`config.mk`:
```
export PLATFORM = sky130hd
export DESIGN_NAME = pfa_ram
export DESIGN_NICKNAME = d
export VERILOG_FILES = /design/src/hw/rtl/pfa_ram.sv
export SDC_FILE = /design/constraint.sdc
export NUM_CORES = 2
export LEC_CHECK = 0
export BUFFER_PORTS_ARGS = -buffer_cell sky130_fd_sc_hd__buf_4
export CORE_UTILIZATION = 40
export CTS_CLUSTER_SIZE = 8
export DETAILED_ROUTE_END_ITERATION = 16
export GPL_TIMING_DRIVEN = 0
export PLACE_DENSITY = 0.65
export SLEW_MARGIN = 20
export SYNTH_ARGS = -nofsm -noshare
export SYNTH_HDL_FRONTEND = slang
export SYNTH_SLANG_ARGS = --single-unit
```
`constraint.sdc`:
```
create_clock -name clk -period 2.7 [get_ports clk]
set_input_delay 0.405 -clock clk [delete_from_list [all_inputs] [get_ports clk]]
set_output_delay 0.405 -clock clk [all_outputs]
set_load 0.02 [all_outputs]
```
`src/hw/rtl/pfa_ram.sv`:
```
`timescale 1ns / 1ps
// ----------------------------------------------------------------------------
// pfa_ram
// Simple dual-port RAM, one write and one registered read per cycle.
// ----------------------------------------------------------------------------
module pfa_ram #(
  parameter int DEPTH = 256,
  parameter int WIDTH = 8
) (
  input  logic                     clk,
  input  logic                     we,
  input  logic [$clog2(DEPTH)-1:0] waddr,
  input  logic [WIDTH-1:0]         wdata,
  input  logic [$clog2(DEPTH)-1:0] raddr,
  output logic [WIDTH-1:0]         rdata
);

  logic [WIDTH-1:0] mem [DEPTH];

  // write port
  always_ff @(posedge clk) begin
    if (we) begin
      mem[waddr] <= wdata;
    end
  end

  // registered read port
  always_ff @(posedge clk) begin
    rdata <= mem[raddr];
  end

endmodule

```
# ---- Word-level counts from Yosys, hierarchy flattened
# Memories as Yosys holds them, arrays and structs flattened. A register that Yosys moved wholly into a read port is not among the register bits.
# Cells that the tools add are included.
dict set report word_totals {
  output_inout_bits 8
  ramBits 2048
  inputBits 26
  regBits 0
  memories 1
  word_cells 3
}
dict set report classes {
  muxes 2
}
# memory words width read_ports rd_clocked_by_memory_dff wr line_no
set memory_table {}
lappend memory_table {mem 256 8 1 1 1 18} ;# logic [WIDTH-1:0] mem [DEPTH];
# cell n
set ops {}
lappend ops {{1-bit 2-to-1 mux} 2}

# ---- Longest topological paths before layout
dict set report depth {
  word_depth 2
  depth_mapped 11
  mapped_depth_nobuf 6
}

# ---- Worst setup path before layout
# Ideal clock, no wire load.
dict set report synth_timing {
  kind {input to register}
  start {in raddr[0]}
  end {reg rdata[2], read port of mem}
  required_ns 2.569
  setup_ns 0.131
  slack_ns 0.357
  arrival_time_ns 2.212
  n_path_buf 4
  stages 9
  cell_sequence {buf_6 -> buf_12 -> buf_8 -> buf_2 -> mux4_2 -> a22oi_1 -> a21oi_1 -> nor4_1 -> nor4_2}
}
# element line_no
set synth_lines {}
lappend synth_lines {{start, declared} 14} ;# input logic [$clog2(DEPTH)-1:0] raddr,
lappend synth_lines {{end, declared} 15} ;# output logic [WIDTH-1:0] rdata

==> impl_results.md <==
* Outcome: complete, but fails checks
* Failing checks: negative setup slack
* Critical path buffer and inverter count at 4
* Clk pin slew, worst setup/hold paths at around 50 ps
* Unique masters post-synth at 55
* Leading area contributor after synthesis: edfxtp_1
* GRT overflow at 0
* H-tree depth at 5
* Vias/cell at 6.21
* PwrDens at 778 nW/um2
* Routed length per instance at around 35 um
* Yosys warns at 0
* Cell Area, Synth at 79,600 um2
* Share of layout cells above drive strength 1 at 27.0%
* Worst path slowest cell: clkbuf_1
* Worst-path cell chain: buf_4 > clkbuf_2 > or2_2 > buf_1 > clkbuf_1 > a21oi_1 > nor4_2 > nor4_4
* Number of global-route vias before repair at 41,600
* Synth area leaders: edfxtp_1, mux4_2, mux2i_1
* Critical path depth at 8
* CTS sink cnt at around 2,000
* Ys flop type: edfxtp_1
* Post-DP HPWL at 159 mm
* Inst Count DP at between 6,000 and 7,000
* Final WS setup at -206 ps
* All-layer global routing usage at a little under a quarter
* Pre-Repair DR Iteration Count at 6
* Actual slew at the worst max-slew pin at 1220 ps
* Clock Latency Late Sink at between 900 and 1000 ps
* Die X-Extent at about 450 um
* Endpoints failing hold at 0
* Aggregate routed wire length at 240 mm
* Synth async-reset ratio at 0%
* Final setup TNS at -5640 ps
* Worst-case clock buffer depth at 4
* Input/output buffers at 26
* Clk_skew at 74.4 ps
* Mean post-synth cell area at approximately 21 um2
* Share of the synthesized area in the top cell type at between 70% and 80%
* Hold Path Class: input pin to register
* P&R area growth vs syn at 16.7%
* Root buffer cell: clkbuf_16
* Leak at 0.0288 uW
* GPL Wtd Cong at 0.970
* Initial DRC Count at 6,593
* Clock buffer count from CTS at 307
* Area after DPL at 84,000 um2
* Top-level I/O count at 34
* Syn_nets at 3,759
* Die Span Y at 448 um
* Worst hold path depth at 4
* Antenna violations before repair at 22
* Initial Util at about 40%
* Final worst-path cycle share at 108%
* Critical path arrival at 3660 ps
* Final Total Pwr at between 70,000 and 80,000 uW
* Seq/Total Area, Yosys at 77.5%
* Rows at roughly 160
* Core area at 197,000 um2
* Fin area at 92,800 um2
* Synth Register Bits at 2,056
* Post-synth EDFFs at between 2,000 and 2,500
* Hold slack at 328 ps
* Max VDD drop at ~0.67 mV
* CP Capture Type: register
* Tmin final at 2910 ps
* CTS tree: done
* Max-cap violations at 0
* Required @ worst endpoint at 3450 ps
* Fin cells at just under 7,000
* Nets at 4,132
* Slew headroom at 18.9%
* Most frequent cell after synthesis: edfxtp_1
* CP peak stage delay at between 800 and 900 ps
* Die area at 201,000 um2
* F_max at 344 MHz
* Worst Setup Start Kind: input pin
* DRC Markers at 0
* R2r worst-path depth at 6
* Fill cell total of the finished layout at approximately 16,000
* Synth Instances at between 3,000 and 4,000
* Cell class contributing the biggest share of worst-path delay: buffers and inverters
* Via count at 42,100
* Most frequent cells after synthesis: edfxtp_1, mux4_2, nor2_1
* Fin. max-slew vios at 0
* Crit-path max FO at 10
* Setup Crit Path Kind: input pin to register
* Post-route ant nets at 0
* Final setup vio count at 137
* RSZ-0062 raised after global routing: true
* First-pass GRT wire length at around 330 mm
* Largest net degree at the start of global routing at 125
[cell usage in the layout, fill, tap and decap left out, types with 8 or more instances in the layout]
master / instances
a22oi_1: 133
o21ai_0: 10
mux4_2: 454
nor2_2: 39
nor2_1: 242
nor2b_1: 30
clkbuf_16: 311
edfxtp_1: 2048
nand2b_1: 8
buf_16: 26
a22o_1: 8
a221oi_1: 9
nand3_1: 33
o22ai_1: 27
a211oi_1: 14
buf_8: 21
buf_4: 59
dfxtp_1: 8
a21oi_1: 95
nor3_1: 11
clkbuf_4: 12
nand4_1: 10
dlygate4sd3_1: 8
buf_6: 23
buf_2: 26
clkbuf_1: 70
nand2_1: 33
o211ai_1: 10
o221ai_1: 44
buf_12: 11
mux2i_1: 134
clkbuf_2: 51
nor4_4: 21
[kinds of logic (layout without fill, tap and decap cells)]
family,count (synthesis),count (layout),share of synthesized area [%]
AND/OR/NAND/NOR,466,466,2.63
multiplexers,591,591,14.6
other,0,6,0
AO/OA/AOI/OAI,385,385,3.42
flip-flops,2056,2056,77.5
buffers and inverters,235,641,1.83
[final timing paths]
check / start / endpoint / slack, ps
hold reg to reg: mem[33][5]$_DFFE_PP_ / rdata[5]$_DFF_P_ / 1220
setup / recovery: raddr[3] / rdata[4]$_DFF_P_ / -210
setup reg to reg: mem[83][5]$_DFFE_PP_ / rdata[5]$_DFF_P_ / -30
hold / removal: waddr[7] / mem[100][6]$_DFFE_PP_ / 330
[through the flow]
stage	worst slack, ps	util [%]
floorplan	357	-
global placement	-2890	42.1
detailed placement	-2210	42.5
CTS	-5.41	46.9
global route	-28.6	47.0
finish	-206	47.0
[layout make-up]
type                            count  area [um2]  area share [%]
Sequential cell                  2056       61700            66.4
Multi-Input combinational cell   1442       17100            18.5
Clock buffer                      333        7870            8.47
Tap cell                         2640        3300            3.56
Buffer                            231        1640            1.77
Timing Repair Buffer               66        1130            1.22
Clock inverter                      9        70.1          0.0755
Antenna cell                        6        15.0          0.0162
Inverter                            2        7.51         0.00809
[per-layer routing]
layer	vias to the layer above	track usage (%)	share of wire [%]
met3	588	7.11	12
met2	2963	36.4	46
met5	-	0	0.039
met4	14	12.1	5.6
li1	16300	-	-
met1	22200	31.1	36
[sequential cells by signal, indices dropped and copies added, names as in the netlist]
register and cells:
mem 2048, rdata 8
[what timing repair did]
item                                    4_1_cts  5_1_grt
pin swaps                                     3        2
buffers inserted                              3        0
resized for setup                           134       65
hold endpoints to repair                    298        0
endpoints found under the setup margin        8      239
hold buffers                                  8        0
[worst reg2reg max path, stage by stage (launching register included)]
cell	delay (ps)
edfxtp_1	390
mux4_2	500
a22o_1	280
a221oi_4	450
o32ai_2	260
nor3_4	540
nor4_4	180
[power by group]
part / internal (uW) / switching [uW] / total (uW)
combinational: 1290 / 2720 / 4010
sequential: 35300 / 23.4 / 35300
clock: 20200 / 12700 / 32900
Note: power is estimated with default switching activity, not from simulation.
