==> config.mk <==
export PLATFORM = sky130hd
export DESIGN_NAME = pfa_byte_mul
export DESIGN_NICKNAME = d
export VERILOG_FILES = /design/src/hw/rtl/pfa_pkg.sv /design/src/hw/rtl/pfa_byte_mul.sv
export SDC_FILE = /design/constraint.sdc
export NUM_CORES = 1
export LEC_CHECK = 0
export ABC_AREA = 1
export ABC_CLOCK_PERIOD_IN_PS = 4800
export BUFFER_PORTS_ARGS = -buffer_cell sky130_fd_sc_hd__buf_2
export CAP_MARGIN = 40
export CORE_MARGIN = 3
export CORE_UTILIZATION = 63
export CTS_CLUSTER_SIZE = 25
export DETAILED_ROUTE_END_ITERATION = 10
export GPL_ROUTABILITY_DRIVEN = 0
export PLACE_DENSITY = 0.87
export REMOVE_ABC_BUFFERS = 1
export SLEW_MARGIN = 20
export SYNTH_ARGS = -nofsm -noshare
export SYNTH_HDL_FRONTEND = slang
export SYNTH_SLANG_ARGS = --single-unit
export TNS_END_PERCENT = 5
==> constraint.sdc <==
create_clock -name clk -period 4.8 [get_ports clk]
set_input_delay 0.48 -clock clk [delete_from_list [all_inputs] [get_ports clk]]
set_output_delay 0.48 -clock clk [all_outputs]
set_load 0.02 [all_outputs]
==> src/hw/rtl/pfa_pkg.sv <==
`timescale 1ns / 1ps
// ----------------------------------------------------------------------------
// pfa_pkg
// Shared request/response types and constants of the paging frame allocator.
// ----------------------------------------------------------------------------
package pfa_pkg;

  // request function codes
  localparam logic FUNC_ALLOC = 1'b0;
  localparam logic FUNC_FREE  = 1'b1;

  // response status codes
  localparam logic [1:0] STATUS_DONE       = 2'd0;
  localparam logic [1:0] STATUS_REFUSED    = 2'd1;
  localparam logic [1:0] STATUS_NONE_OWNED = 2'd2;

  // owner table valid bit of a frame nobody holds
  localparam logic OWNER_NONE = 1'b0;

  localparam logic [24:0] BYTES_MAX = 25'h1FF_FFFF;
  localparam logic [8:0]  LIVE_MAX  = 9'd511;
  localparam logic [16:0] BPF_RESET = 17'd4096;

  typedef struct packed {
    logic        func;
    logic [15:0] process_id;
    logic [8:0]  pages_needed;
  } pfa_req_t;

  typedef struct packed {
    logic [1:0]  status;
    logic [7:0]  first_frame;
    logic [8:0]  frames_moved;
    logic [24:0] used_bytes;
    logic [24:0] free_bytes;
    logic [31:0] paged_in_total;
    logic [31:0] paged_out_total;
    logic [8:0]  process_count;
  } pfa_rsp_t;

endpackage

==> src/hw/rtl/pfa_byte_mul.sv <==
`timescale 1ns / 1ps
// ----------------------------------------------------------------------------
// pfa_byte_mul
// Frames times bytes per frame, registered, saturated to the report width.
// ----------------------------------------------------------------------------
module pfa_byte_mul
  import pfa_pkg::*;
#(
  parameter int FCW = 9
) (
  input  logic           clk,
  input  logic [FCW-1:0] frames,
  input  logic [16:0]    bpf,
  output logic [24:0]    bytes
);

  // product width, never narrower than the report
  localparam int PW = (FCW + 17 > 25) ? FCW + 17 : 25;

  logic [PW-1:0] prod;

  // one multiply per cycle
  always_ff @(posedge clk) begin
    prod <= PW'(frames) * PW'(bpf);
  end

  // clamp to report range
  assign bytes = (prod > PW'(BYTES_MAX)) ? BYTES_MAX : prod[24:0];

endmodule

Yosys cells after proc, flatten, opt, wreduce, memory -nomap -nowiden
Index checks and enable logic that the tools add are counted.

Register bits after elaboration: 26. Output and inout bits: 25. Word-level logic and storage cells: 4. Input bits: 27.

$lt $le $gt $ge: 1. Mux-type cells: 1. $mul: 1.

Operators by type and width (count): 26-bit by 25-bit > comparator with 1-bit output (second input constant) (1); 9-bit by 17-bit multiplier with 26-bit output (1); 25-bit two-way mux (1).

Logic depth before layout (Yosys ltp)
Word-level depth: 2. Depth in mapped cells: 23. Depth with buffers taken out: 21.

Worst setup path after synthesis
Ideal clock, no wire load.

Path type: input -> register. From: input port frames[5]. To: register prod[21]. Setup slack: 406 ps. Required time: 4688 ps. Arrival time: 4282 ps. Buffers on the path: 2. Stages: 19. Library setup time: 112 ps. Cell sequence: clkbuf_1 clkbuf_1 nand2_1 fa_1 inv_1 fa_1 fa_1 inv_1 fa_1 inv_1 ha_1 nand2_1 inv_1 a21oi_1 inv_1 a21oi_1 nand2_1 nand2_1 nand2_1.

Cells in the longest elaborated chain, start to end: 1.

Ends and longest elaborated chain: start, declared (line pfa_byte_mul.sv:12) `input logic [FCW-1:0] frames,`; 9-bit by 17-bit multiplier with 26-bit output (line pfa_byte_mul.sv:24) `prod <= PW'(frames) * PW'(bpf);`; end signal, assigned (line pfa_byte_mul.sv:24); end, declared (line pfa_byte_mul.sv:20) `logic [PW-1:0] prod;`.

No other way between the ends.

Worst setup path after layout
From: input port frames[8]. To: register prod[24].

Same word-level chain as after synthesis.

==> qor.yml <==
status: "finished clean"
fp-row-count: 35
path_cells: "buf_2 -> nand2_1 -> inv_1 -> fa_1 -> inv_1 -> fa_1 -> inv_1 -> fa_1 -> inv_1 -> fa_1 -> inv_1 -> ha_1 -> nand2_1 -> inv_1 -> nand2_2 -> nor2_1 -> nand3_1 -> nand4_1 -> nand2_1"
setup_viol: 0
numCtsBuffers: 3
antenna_found_initial: 0
routed_wl_um: 12800
fp.dieW_um: 105
cts_tree: "yes"
crit_family: "adder cells"
area_delta_synth_final_pct: 5.21
largest_reg_flops: 26
setup_tns_ns: 0
hp-class: "in2reg"
grt-busiest-layer: "met2"
ys_seq_area_share_pct: 8.49
syn-instance-count: 892
drt_iter0_drc: 260
ys_ff_latch: 26
core-area_sq_um: 9330
grt.met2_usage_pct: 47.9
num_vias: 5113
netlist_area_sq_um: 6130
drive_gt1_share_pct: 10.5
start_kind: "primary input"
worst_pin_slew_ns: 0.614
grt_pass1_wl_um: 22800
path_clk_slew_ns: 0.08
met3_usage_pct: 3.58
worst-path-buf-inv: 7
p_total_w: 0.00360
io_buffers: 51
crit_start: "frames[8]"
die_area_sq_um: 10900
cp_slowest_cell: "fa_1"
crit_type: "in2reg"
cts_resized: 0
hold_buffers: 0
crit_path_end_kind: "register"
cts_sinks: 26
clock_path_buffers: 2
ant_nets: 0
root_buffer: "clkbuf_8"
min_period_ns: 4.27
crit_top_cell: "inv_1"
powerDensity_nw_per_um2: 559
grt.overflow.total: 0
arrival_ns: 4.44
grt_use_total_pct: 25.5
io_pins: 52
grt_util_met1_pct: 29.3
grt_pass1_vias: 5321
slew_headroom_pct: 59.0
drcViolationCount: 0
largestRegisters: "prod: 26 flops"
cts_setup_buffers: 0
yosysWarnings: 0
antennaDiodeCount: 0
initial_core_util_pct: 65.7
fin_crit_sh_pct: 89.0
crit_end: "prod[24]"
required_ns: 4.96
fin_util_pct: 69.1
drt_pass1_iterations: 6
ys_types: 22
path_max_fanout: 17
syn_avg_cell_area_sq_um: 6.87
crit_cells: 19
route.detailed.wl_per_inst_um: 12.4
grt_max_degree: 26
h-tree-depth: 1
max_cap_viol_count: 0
regMostFlops: "prod"
max_freq_mhz: 234
layout.nets: 1090
hpwlAfterDp_um: 10800
hold_violations: 0
peakVddDrop_uv: 326
slew_viol_final: 0
die_h_um: 105
p_leak_nw: 4.30
rsz0062_at_grt: "false"
vias_per_cell: 4.93
max_stage_delay_ns: 0.54
[tightest hold or removal path: stages]
cell and delay [ns]:
buf_2 0.16, nand2_1 0.08, inv_1 0.04
[cell type report]
| cell class | instances | area (sq um) |
|---|---|---|
| tap | 129 | 161 |
| clock buffer | 3 | 41.3 |
| fill | 791 | 2880 |
| timing repair buffer | 51 | 255 |
| multi-input combinational | 544 | 4400 |
| inverter | 285 | 1070 |
| sequential | 26 | 520 |
[worst min-delay path by stage]
stage | from | end | slack (ns) | cells after the start
final | bpf[0] | prod[0] | 0.53 | 3
after global routing | bpf[0] | prod[0] | 0.54 | 3
after CTS | bpf[0] | prod[0] | 0.52 | 3
after detailed placement | bpf[0] | prod[0] | 0.81 | 3
after global placement | bpf[0] | prod[0] | 0.81 | 3
after floorplan | bpf[0] | prod[0] | 0.57 | 2
[cell usage after synthesis]
cell type	count	area (sq um)
inv_1	285	1070
nand2_1	280	1050
fa_1	106	2120
ha_1	46	576
clkbuf_1	36	135
dfxtp_1	26	521
or2_2	25	156
nand3_1	24	120
nor2_1	18	67.6
a21oi_1	11	55.1
xor2_1	8	70.1
nand2_2	6	37.5
nor2_2	6	37.5
nand4_1	3	18.8
nor3_1	3	15.0
o21bai_1	2	15.0
xnor2_1	2	17.5
a21oi_2	1	8.76
and2_4	1	8.76
buf_1	1	3.75
nand3_2	1	10.0
nor2_4	1	11.3
[through the flow]
stage          cells  setup slack (ns)  hold slack, ns  cell area (sq um)
2_1_floorplan    855             0.905           0.573               5990
3_3_place_gp    1035             0.319           0.814               6400
3_5_place_dp    1035             0.302           0.813               6400
4_1_cts         1038             0.581           0.522               6450
5_1_grt         1038             0.303           0.537               6450
6_report        1038             0.526           0.533               6450
[layer usage]
layer / part of all wire (%) / vias up
li1: - / 2495
met1: 38 / 2396
met2: 52 / 177
met3: 6.4 / 45
met4: 3.4 / 0
met5: 0 / -
[kinds of logic after synthesis]
| logic type | share of synthesized area [%] |
|---|---|
| flops | 8.50 |
| compound gates | 1.29 |
| buf+inv | 19.7 |
| fa+ha+maj | 44.0 |
| xor+xnor | 1.43 |
| simple gates | 25.0 |
[cells in the final DEF (no fill, tap or decap), drive strengths merged]
master  count
a21oi      12
xnor2       2
nand3      25
nor2       25
and2        1
clkbuf      3
nand4       3
buf        51
xor2        8
nand2     286
or2        25
dfxtp      26
o21bai      2
nor3        3
ha         46
fa        106
inv       285
[power breakdown]
| part | switching, W | total, W | leakage (nW) | internal [W] |
|---|---|---|---|---|
| Clock | 0.0000623 | 0.000119 | 0.0216 | 0.0000562 |
| Combinational | 0.00196 | 0.00311 | 4.06 | 0.00114 |
| Sequential | 0.0000283 | 0.000375 | 0.219 | 0.000347 |
Note: power is estimated with default switching activity, not from simulation.
